$ cat src/design/csrspmv_pkg.sv
`timescale 1ns / 1ps
`default_nettype none

package csrspmv_pkg;

    localparam int unsigned DEF_VECTOR_DEPTH = 1024;
    localparam int unsigned DEF_MAX_ROWS     = 65536;

    localparam int unsigned OFIFO_DEPTH = 8;
    localparam int unsigned OFIFO_PW    = $clog2(OFIFO_DEPTH);

    localparam logic [1:0] REG_FIRST_ROW   = 2'd0;
    localparam logic [1:0] REG_ROW_LIMIT   = 2'd1;
    localparam logic [1:0] REG_COLS_IN_USE = 2'd2;

    typedef enum logic [1:0] {
        CMD_WRITE_VEC = 2'd0,
        CMD_NONZERO   = 2'd1,
        CMD_EMPTY_ROW = 2'd2,
        CMD_NONE      = 2'd3
    } t_cmd;

    typedef struct packed {
        t_cmd               command;
        logic [15:0]        row_number;
        logic [9:0]         column;
        logic signed [31:0] entry_value;
        logic               row_end;
    } t_in_item;

    typedef struct packed {
        logic [15:0]        result_index;
        logic signed [31:0] result_value;
        logic               overflow;
        logic               batch_done;
    } t_out_item;

    typedef struct packed {
        logic        add;
        logic        closes;
        logic        is_nz;
        logic        emit;
        logic [15:0] index;
        logic        batch_done;
    } t_ctrl;

endpackage

`default_nettype wire

$ cat src/design/csrspmv_ofifo.sv
`timescale 1ns / 1ps
`default_nettype none

module csrspmv_ofifo import csrspmv_pkg::*; (
    input  wire logic          i_clk,
    input  wire logic          i_rst_n,
    input  wire logic          i_push,
    input  wire t_out_item     i_data,
    input  wire logic          i_ready,
    output logic               o_valid,
    output t_out_item          o_data,
    output logic [OFIFO_PW:0]  o_count
);

    t_out_item           r_mem [OFIFO_DEPTH];
    logic [OFIFO_PW-1:0] r_wptr;
    logic [OFIFO_PW-1:0] r_rptr;
    logic [OFIFO_PW:0]   r_count;
    logic                w_pop;

    assign o_valid = (r_count != '0);
    assign o_data  = r_mem[r_rptr];
    assign o_count = r_count;
    assign w_pop   = o_valid & i_ready;

    always_ff @(posedge i_clk) begin
        if (i_push) begin
            r_mem[r_wptr] <= i_data;
        end
        if (!i_rst_n) begin
            r_wptr  <= '0;
            r_rptr  <= '0;
            r_count <= '0;
        end else begin
            if (i_push) begin
                r_wptr <= r_wptr + 1'b1;
            end
            if (w_pop) begin
                r_rptr <= r_rptr + 1'b1;
            end
            r_count <= r_count + (OFIFO_PW + 1)'(i_push) - (OFIFO_PW + 1)'(w_pop);
        end
    end

endmodule

`default_nettype wire

$ cat config.mk
export PLATFORM = sky130hd
export DESIGN_NAME = csrspmv_ofifo
export DESIGN_NICKNAME = d
export VERILOG_FILES = /design/src/design/csrspmv_pkg.sv /design/src/design/csrspmv_ofifo.sv
export SDC_FILE = /design/constraint.sdc
export NUM_CORES = 1
export LEC_CHECK = 0
export CAP_MARGIN = 20
export CORE_AREA = 2 2 204 206
export CTS_CLUSTER_SIZE = 28
export DETAILED_ROUTE_END_ITERATION = 6
export DIE_AREA = 0 0 206 208
export DONT_BUFFER_PORTS = 1
export MAX_ROUTING_LAYER = met4
export PLACE_DENSITY = 0.64
export SYNTH_ARGS = -nofsm -noshare
export SYNTH_HDL_FRONTEND = slang
export SYNTH_SLANG_ARGS = --single-unit
$ cat constraint.sdc
create_clock -name i_clk -period 9.9 [get_ports i_clk]
set_clock_uncertainty 0.15 [all_clocks]
set_input_delay 1.485 -clock i_clk [delete_from_list [all_inputs] [get_ports i_clk]]
set_output_delay 1.485 -clock i_clk [all_outputs]
set_load 0.02 [all_outputs]
==> flow_metrics.env <==
export IMPL_coreArea_mm2=0.0406
export IMPL_drive_above_1_share=0.193
export IMPL_rr_endpoint="o_count[2]"
export IMPL_pin_count=109
export IMPL_crit_type="register to output pin"
export IMPL_async_reset_ff_frac=0
export IMPL_vias_per_cell=5.33
export IMPL_track_usage=0.151
export IMPL_period_needed_ns=4.79
export IMPL_power_density_mw_per_mm2=229
export IMPL_required_ns=8.27
export IMPL_die_height_um=208
export IMPL_hold_buffers=0
export IMPL_synth_edf_count=400
export IMPL_worst_pin_slew_ns=0.930
export IMPL_min_delay_start="r_rptr[2]"
export IMPL_htree_levels=2
export IMPL_worst_ep_arrival_time_ns=3.16
export IMPL_fillers=3339
export IMPL_cts_tree="yes"
export IMPL_drc=0
export IMPL_floorplan_die_area_mm2=0.0428
export IMPL_crit_path_max_fanout=38
export IMPL_design_area_mm2=0.0182
export IMPL_syn_instance_count=650
export IMPL_initial_core_util=0.396
export IMPL_cts_repair_resized=0
export IMPL_drtPass1Iterations=4
export IMPL_n_antenna_cell=0
export IMPL_crit_slowest_cell="dfxtp_4"
export IMPL_regToRegSetupSlack_ns=7.13
export IMPL_cts_buffers=43
export IMPL_detail_route_wl_per_cell_um=24.9
export IMPL_vias=6629
export IMPL_synth_seq_cells=413
export IMPL_grt_pass1_wl_mm=45.6
export IMPL_crit_chain="buf_4 > buf_16 > mux4_1 > mux2_2"
export IMPL_drv_slew=0
export IMPL_whs_endpoint="r_rptr[2]"
export IMPL_synth_area_per_cell_um2=24.7
export IMPL_clkLatencyLatePin_ns=0.54
export IMPL_ys_flop_type="edfxtp_1"
export IMPL_cap_violations=0
export IMPL_yosys_area_top_type="edfxtp_1"
export IMPL_r2r_cells=10
export IMPL_netlist_area_leader_share=0.748
export IMPL_yosysUniqueCellTypes=25
export IMPL_setup_tns_ns=0
export IMPL_clk_pin_slew_worst_paths_ns=0.06
export IMPL_cp_end_kind="output pin"
export IMPL_cp_start_kind="register"
export IMPL_grt_overflow=0
export IMPL_synth_area_leaders="edfxtp_1 (75%), mux4_1 (16%), mux2_2 (3.5%), dfxtp_1 (1.6%), buf_6 (0.77%)"
export IMPL_grt_max_degree=67
export IMPL_cts_setup_buffers=0
export IMPL_synth_area_mm2=0.0161
export IMPL_place_ws_ns=5.43
export IMPL_hold_violations=0
export IMPL_portBuffers=0
export IMPL_drt_wl_total_mm=31.0
export IMPL_max_freq_mhz=209
export IMPL_outcome="finished, final reports clean"
export IMPL_synth_net_count=711
export IMPL_yosysMostFrequentCell="edfxtp_1"
export IMPL_areaGrowthSynthToFinish_pct=13.0
export IMPL_p_leak_uw=0.00574
export IMPL_seqCellArea_mm2=0.0123
export IMPL_synth_top_cells_by_count="edfxtp_1 (400), mux4_1 (100), mux2_2 (50)"
export IMPL_multiInputGateArea_mm2=0.00363
export IMPL_clockBufferDepth=3
export IMPL_ys_warn_count=0
export IMPL_gp_congestion=0.684
export IMPL_ant_nets=0
export IMPL_antenna_found_initial=0
export IMPL_ir_drop_mv=0.182
export IMPL_dp_hpwl_mm=16.2
export IMPL_setup_viol_count_final=0
export IMPL_reg2reg_from="o_count[2]"
export IMPL_worst_slack_ns=5.11
export IMPL_place_area_mm2=0.0167
export IMPL_whs_path_depth=2
export IMPL_first_iter_violations=429
export IMPL_rsz0062_at_grt="no"
export IMPL_grt_pass1_vias=7170
export IMPL_worst_path_largest_cell_delay_ns=0.75
export IMPL_root_buffer="clkbuf_16"
export IMPL_seq_area_frac_synth=0.764
export IMPL_final_nets=741
export IMPL_die_w_um=206
export IMPL_min_period_over_period=0.484
export IMPL_holdCritPathClass="register to register"
export IMPL_cts_sinks=413
export IMPL_relSlewSlack=0.380
export IMPL_rows=74
## kinds of logic after synthesis
logic type / after synthesis / share of synthesized area
xor gates and xnor gates: 3 / 0.00164
adders and majority gates: 7 / 0.00592
AOI/OAI and AO/OA: 2 / 0.000779
and+or+nand+nor: 33 / 0.0103
buffers and inverters: 33 / 0.0129
DFF: 413 / 0.764
muxes: 159 / 0.204
## critical path: cells and delay by family, from the launching register on
kind / cells / cell delay [ns]
buffers and inverters: 2 / 0.85
DFF: 1 / 0.75
muxes: 2 / 0.94
## power breakdown
group	internal, µW	switching, µW	total, µW
Sequential	1970	43.7	2020
Clock	990	629	1620
Combinational	229	294	523
## state kept, by name, indices dropped and copies added, names as in the netlist, named ones only
| signal | flops |
|---|---|
| o_count | 4 |
| r_mem | 400 |
| r_rptr | 3 |
| r_wptr | 3 |
## how the worst max path moves through the flow
| stage | end | slack, ns | cells past startpoint |
|---|---|---|---|
| floorplan | r_mem[0][0] | 4.24 | 2 |
| global placement | o_data[35] | 5.52 | 3 |
| detailed placement | o_data[38] | 5.43 | 3 |
| CTS | o_data[38] | 4.83 | 3 |
| global route | o_data[31] | 4.93 | 4 |
| finish | o_data[30] | 5.11 | 4 |
## per-layer routing
layer	wire [µm]	global-route usage	part of all wire
met4	537	0.0365	0.017
met1	12800	0.186	0.41
met5	0	-	0
met2	15400	0.241	0.50
met3	2160	0.0512	0.070
## layout by cell type, fill, tap and decap left out, types with 6 or more instances in the layout
master,Yosys,final
mux4_1,100,100
nand2_1,9,9
nand2b_1,6,6
mux2i_1,9,9
mux2_2,50,50
bufinv_16,0,6
clkbuf_16,0,45
dfxtp_1,13,10
buf_4,0,13
ha_1,6,6
nor2_4,0,6
edfxtp_1,400,400
clkbuf_1,9,12
## stage by stage
| stage | cells | utilization | hold WS, ns | total power [µW] |
|---|---|---|---|---|
| after floorplan | 650 | - | 0.306 | 2480 |
| after global placement | 1166 | 0.412 | 0.316 | 2560 |
| after global routing | 1243 | 0.448 | 0.378 | 4310 |
| after CTS | 1242 | 0.447 | 0.337 | 4220 |
| final | 1243 | 0.448 | 0.333 | 4160 |
| after detailed placement | 1166 | 0.412 | 0.320 | 2580 |
## area by class of cell
class	count	share of cell area
sequential	413	0.676
timing repair buffer	14	0.00689
inverter	4	0.000827
clock inverter	19	0.0144
clock buffer	57	0.0645
multi-input combinational	204	0.200
tap	532	0.0367
Note: power is estimated with default switching activity, not from simulation.
