[config.mk]
export PLATFORM = sky130hd
export DESIGN_NAME = csrspmv_mac
export DESIGN_NICKNAME = d
export VERILOG_FILES = /design/src/design/csrspmv_pkg.sv /design/src/design/csrspmv_mac.sv
export SDC_FILE = /design/constraint.sdc
export NUM_CORES = 2
export LEC_CHECK = 0
export ABC_CLOCK_PERIOD_IN_PS = 16100
export BUFFER_PORTS_ARGS = -buffer_cell sky130_fd_sc_hd__buf_2
export CORE_ASPECT_RATIO = 0.6
export CORE_UTILIZATION = 55
export CTS_BUF_LIST = sky130_fd_sc_hd__clkbuf_4 sky130_fd_sc_hd__clkbuf_8 sky130_fd_sc_hd__clkbuf_16
export DETAILED_ROUTE_END_ITERATION = 12
export GPL_TIMING_DRIVEN = 0
export PLACE_DENSITY = 0.72
export SETUP_SLACK_MARGIN = 0.15
export SYNTH_ARGS = -nofsm -noshare
export SYNTH_HDL_FRONTEND = slang
export SYNTH_SLANG_ARGS = --single-unit
[constraint.sdc]
create_clock -name i_clk -period 16.1 [get_ports i_clk]
set_input_delay 2.415 -clock i_clk [delete_from_list [all_inputs] [get_ports i_clk]]
set_output_delay 2.415 -clock i_clk [all_outputs]
set_load 0.01 [all_outputs]
[src/design/csrspmv_pkg.sv]
`timescale 1ns / 1ps
`default_nettype none

package csrspmv_pkg;

    localparam int unsigned DEF_VECTOR_DEPTH = 1024;
    localparam int unsigned DEF_MAX_ROWS     = 65536;

    localparam int unsigned OFIFO_DEPTH = 8;
    localparam int unsigned OFIFO_PW    = $clog2(OFIFO_DEPTH);

    localparam logic [1:0] REG_FIRST_ROW   = 2'd0;
    localparam logic [1:0] REG_ROW_LIMIT   = 2'd1;
    localparam logic [1:0] REG_COLS_IN_USE = 2'd2;

    typedef enum logic [1:0] {
        CMD_WRITE_VEC = 2'd0,
        CMD_NONZERO   = 2'd1,
        CMD_EMPTY_ROW = 2'd2,
        CMD_NONE      = 2'd3
    } t_cmd;

    typedef struct packed {
        t_cmd               command;
        logic [15:0]        row_number;
        logic [9:0]         column;
        logic signed [31:0] entry_value;
        logic               row_end;
    } t_in_item;

    typedef struct packed {
        logic [15:0]        result_index;
        logic signed [31:0] result_value;
        logic               overflow;
        logic               batch_done;
    } t_out_item;

    typedef struct packed {
        logic        add;
        logic        closes;
        logic        is_nz;
        logic        emit;
        logic [15:0] index;
        logic        batch_done;
    } t_ctrl;

endpackage

`default_nettype wire

[src/design/csrspmv_mac.sv]
`timescale 1ns / 1ps
`default_nettype none

module csrspmv_mac import csrspmv_pkg::*; (
    input  wire logic               i_clk,
    input  wire logic               i_rst_n,
    input  wire logic               i_valid,
    input  wire t_ctrl              i_ctrl,
    input  wire logic signed [31:0] i_value,
    input  wire logic signed [31:0] i_vec,
    output logic                    o_push,
    output t_out_item               o_result,
    output logic [1:0]              o_inflight
);

    localparam logic signed [63:0] ACC_MAX = 64'sh7fff_ffff_ffff_ffff;
    localparam logic signed [63:0] ACC_MIN = 64'sh8000_0000_0000_0000;
    localparam logic signed [63:0] RND_HALF = 64'sh8000;

    logic               r_s1_valid;
    t_ctrl              r_s1_ctrl;
    logic signed [31:0] r_s1_value;

    logic               r_s2_valid;
    t_ctrl              r_s2_ctrl;
    logic signed [63:0] r_s2_prod;

    logic               r_s3_emit;
    logic [15:0]        r_s3_index;
    logic               r_s3_bd;
    logic signed [63:0] r_s3_res;

    logic signed [63:0] r_acc;

    logic signed [63:0] n_acc;
    logic signed [63:0] w_addend;
    logic signed [64:0] w_sum65;
    logic signed [63:0] w_sum;
    logic signed [63:0] w_res;
    logic signed [63:0] w_rnd;
    logic signed [63:0] w_shift;
    logic               w_ovf;

    always_comb begin
        w_addend = r_s2_ctrl.add ? r_s2_prod : '0;
        w_sum65  = {r_acc[63], r_acc} + {w_addend[63], w_addend};
        if (w_sum65[64] != w_sum65[63]) begin
            w_sum = w_sum65[64] ? ACC_MIN : ACC_MAX;
        end else begin
            w_sum = w_sum65[63:0];
        end
        w_res = r_s2_ctrl.is_nz ? w_sum : '0;
        n_acc = r_acc;
        if (r_s2_valid) begin
            n_acc = r_s2_ctrl.closes ? '0 : w_sum;
        end
    end

    always_comb begin
        w_rnd   = (r_s3_res > (ACC_MAX - RND_HALF)) ? ACC_MAX : (r_s3_res + RND_HALF);
        w_shift = w_rnd >>> 16;
        w_ovf   = !((&w_shift[63:31]) || (~|w_shift[63:31]));
        o_result.result_index = r_s3_index;
        o_result.overflow     = w_ovf;
        o_result.batch_done   = r_s3_bd;
        if (w_ovf) begin
            o_result.result_value = w_shift[63] ? 32'sh8000_0000 : 32'sh7fff_ffff;
        end else begin
            o_result.result_value = w_shift[31:0];
        end
    end

    assign o_push     = r_s3_emit;
    assign o_inflight = 2'(r_s1_valid & r_s1_ctrl.emit) + 2'(r_s2_valid & r_s2_ctrl.emit)
                      + 2'(r_s3_emit);

    always_ff @(posedge i_clk) begin
        r_s1_ctrl  <= i_ctrl;
        r_s1_value <= i_value;
        r_s2_ctrl  <= r_s1_ctrl;
        r_s2_prod  <= r_s1_value * i_vec;
        r_s3_index <= r_s2_ctrl.index;
        r_s3_bd    <= r_s2_ctrl.batch_done;
        r_s3_res   <= w_res;
        if (!i_rst_n) begin
            r_s1_valid <= 1'b0;
            r_s2_valid <= 1'b0;
            r_s3_emit  <= 1'b0;
            r_acc      <= '0;
        end else begin
            r_s1_valid <= i_valid;
            r_s2_valid <= r_s1_valid;
            r_s3_emit  <= r_s2_valid & r_s2_ctrl.emit;
            r_acc      <= n_acc;
        end
    end

endmodule

`default_nettype wire

==> results by group <==
Yosys
  – Post-synth cell types: 92
  – Main flop type after synthesis: dfxtp_1
  – Post-Synthesis Cells: 5286
  – Post-synthesis sequential area ratio: a little under an eighth
  – Yosys top cell area share: 44.1%
  – Post-synthesis adder-cell area fraction: 50.4%
  – Area leader, netlist: fa_1
  – Synth Net Count: 6707
  – Leading post-synthesis cells by cell area: fa_1 44%, dfxtp_1 12%, and2_1 7.7%
  – Mean Syn Cell Area: approximately 9.3 um^2
  – Largest family of logic cells by synthesized area: adder cells
  – Compound-Gate Fraction of Synth Area: about 8%
  – Post-synth EDFFs: 0
  – Post-Synth Simple-Gate Area: 17.0%
  – Post-synth ARST share: 0%
  – Post-synthesis register bit count: 286
  – Synth Cell Area: 49300 um^2
  – Mux contribution to synthesized area: 0.124%
  – Xor/xnor share of the synthesized area: between 2 and 3%
  – Yosys warns: 0

STA
  – Setup TNS: 0 ps
  – Final setup vio count: 0
  – Final Hold Violating Endpoints: 0
  – Worst slew pin tran: 1480 ps
  – Min cycle time layout: between 10000 and 15000 ps
  – Final slew viol count: 0
  – Setup Skew: approximately 45 ps
  – RSZ-0062 raised after global routing: false
  – Post-route clock period utilization: between 70% and 80%
  – Hold_ws: roughly 330 ps
  – F_max: ~85 MHz
  – Worst slew margin: 1.37%

Setup path
  – WP data arrival: 12190 ps
  – Critical Path Sink: r_s2_prod[60]$_DFF_P_
  – CP startpoint kind: input pin
  – Worst r2r src: r_s1_value[11]$_DFF_P_
  – CP required: 16570 ps
  – Worst R2R Setup Slack: 5880 ps
  – Crit. End Element: flip-flop
  – Reg2Reg Depth: 26
  – Crit path max fanout: 14
  – Reg2reg end: r_s2_prod[60]$_DFF_P_
  – WS Path Type: input pin to flip-flop
  – CP startpoint: i_vec[8]

Min path
  – Hold WC Path Type: flip-flop to flip-flop

Route
  – Routed Antenna Nets: 0
  – 1st-iter DRT viols: 4447
  – Post-DR wirelength/cell: 25.5 um
  – Via Count: 38900
  – DRC Markers: 0
  – Drt total wl: 170000 um
  – Drt via density: 5.85
  – First-pass DRT Iterations: 7

Clocking
  – CTS max path bufs: 3
  – Worst-path clk slew: 70 ps
  – Clock Latency Late Sink: between 600 and 700 ps
  – Cts hold-fix bufs: 0
  – Cts bufs inserted: 30
  – CTS root buf: clkbuf_16
  – CTS tree: done
  – Clock sink total: around 290
  – Post-CTS setup buffer count: 0
  – H-tree levels: 1
  – Post-CTS sizing: 0

Layout
  – Final-stage net count: between 6000 and 7000
  – Layout cells sized above 1: 4.69%
  – Area of the multi-input gates: 38700 um^2
  – Final Instance Area: 52500 um^2
  – Sequential cell area: 5730 um^2
  – Area grow syn2layout: 6.52%
  – Fillers: 7968

Run status
  – Outcome: complete, no violations

Global routing
  – Vias in the first global route: 37900
  – Remaining global-route overflow: 0
  – GRT Overall Usage: 38.0%
  – Global-route wire length before repair: about 250000 um
  – Initial antenna violation count: 24
  – Largest net degree at the start of global routing: 22

Floorplan
  – Initial core utilization: 55.9%
  – Chip height: 234 um
  – Row count: 84
  – IO Count: 141
  – Die W: 388 um
  – Area of the core: 88200 um^2
  – Die area: 90800 um^2

Placement
  – Post-DP Area: ~50000 um^2
  – I/O Buffers: 140
  – GP Congestion: 1.06
  – Dpl hpwl: 144000 um

Run
  – Max-cap violations: 0
==> worst max-delay path, stage by stage <==
cell      delay (ps)
buf_2            300
clkbuf_1        1030
nand2_1          250
fa_1             590
inv_1             50
fa_1             430
fa_1             490
inv_1             50
fa_1             470
inv_1             50
fa_1             490
inv_1             60
fa_1             540
inv_1             50
fa_1             380
fa_1             560
ha_1             420
a21oi_1          190
o21ai_0          160
a311oi_1         750
nor4b_1          160
a211oi_2         450
and2_1           250
a211oi_2         110
a221o_1          380
a221oi_1         670
o31ai_1          230
xor2_1           180
==> layer usage <==
metal / up-vias / share of wire (%) / track usage (%)
met4: 22 / 3.7 / 11.3
met3: 356 / 16 / 16.4
met2: 2505 / 37 / 48.1
met5: - / 0.55 / 5.51
met1: 19600 / 42 / 57.1
li1: 16500 / - / -
==> synth_stat cells (7+ instances only) <==
master	n
a221o_1	51
a211oi_1	10
dfxtp_1	286
o31ai_1	8
clkbuf_1	251
and4_1	8
a21oi_1	143
xnor2_1	121
nand2b_1	19
inv_1	974
xor2_1	43
a31oi_1	25
nor3_1	32
o211ai_1	20
o21ai_1	36
and2_1	603
or3_1	7
nand4_1	37
o21a_1	18
and3_1	20
nor4_1	8
nand2_1	644
a21o_1	71
nor2_1	136
a21boi_0	51
o21ai_0	84
o21bai_1	14
fa_1	1084
ha_1	249
nor2b_1	47
nand3_1	52
buf_2	16
==> worst min path at each step <==
stage	slack (ps)	cells after the start	startpoint	endpoint
after floorplan	310	0	r_s1_ctrl[0]$_DFF_P_	r_s2_ctrl[0]$_DFF_P_
after global routing	330	0	r_s1_ctrl[19]$_DFF_P_	r_s2_ctrl[19]$_DFF_P_
after global placement	310	0	r_s2_ctrl[8]$_DFF_P_	r_s3_index[7]$_DFF_P_
after detailed placement	310	0	r_s1_ctrl[3]$_DFF_P_	r_s2_ctrl[3]$_DFF_P_
final	330	0	r_s1_ctrl[19]$_DFF_P_	r_s2_ctrl[19]$_DFF_P_
after CTS	330	0	r_s1_ctrl[20]$_DFF_P_	r_s2_ctrl[20]$_DFF_P_
==> metrics by stage <==
stage | worst slack (ps) | cells | util (%)
detailed placement | 4070 | 6587 | 58.3
floorplan | 6500 | 5286 | -
CTS | 4680 | 6641 | 59.5
global placement | 4110 | 6587 | 58.3
finish | 4380 | 6654 | 59.5
global route | 4170 | 6643 | 59.5
==> logic make-up (layout without fill, tap and decap cells) <==
group                    after synthesis  after routing
flip-flops                           286            286
XOR/XNOR                             164            164
adder cells (fa/ha/maj)             1336           1336
AND/OR/NAND/NOR                     1645           1645
multiplexers                           6              6
AO/OA/AOI/OAI                        593            593
buffers and inverters               1256           1450
other                                  0             13
==> state kept, by name, summed over array words and instances, names as in the netlist <==
name and flops:
r_acc 64, r_s2_prod 64, r_s3_res 64, r_s1_value 32
r_s1_ctrl 21, r_s2_ctrl 21, r_s3_index 16, o_push 1
r_s1_valid 1, r_s2_valid 1, r_s3_bd 1
==> cells in the final DEF (no fill, tap or decap), types with 32 or more instances in the layout <==
master / instances
nand4_1: 37
ha_1: 249
nand3_1: 52
xor2_1: 43
nor2_1: 136
and2_1: 603
nand2_1: 644
a21boi_0: 51
o21ai_1: 36
buf_2: 156
fa_1: 1084
nor3_1: 32
clkbuf_1: 251
dfxtp_1: 286
nor2b_1: 47
a21o_1: 71
inv_1: 974
a221o_1: 51
o21ai_0: 84
xnor2_1: 121
a21oi_1: 143
==> area by class of cell <==
class                   instances  share of cell area (%)
plain buffers                 281                    2.17
inverters                     975                    6.98
clock inverters                18                   0.391
repair buffers                140                    1.34
well taps                    1161                    2.77
multi-input cells            3744                    73.8
flip-flops and latches        286                    10.9
diodes                         13                  0.0620
clock buffers                  36                    1.56
Power is left out: the tool's default activity adds up to more than one toggle a clock period on the data nets, which glitch-free logic cannot reach.
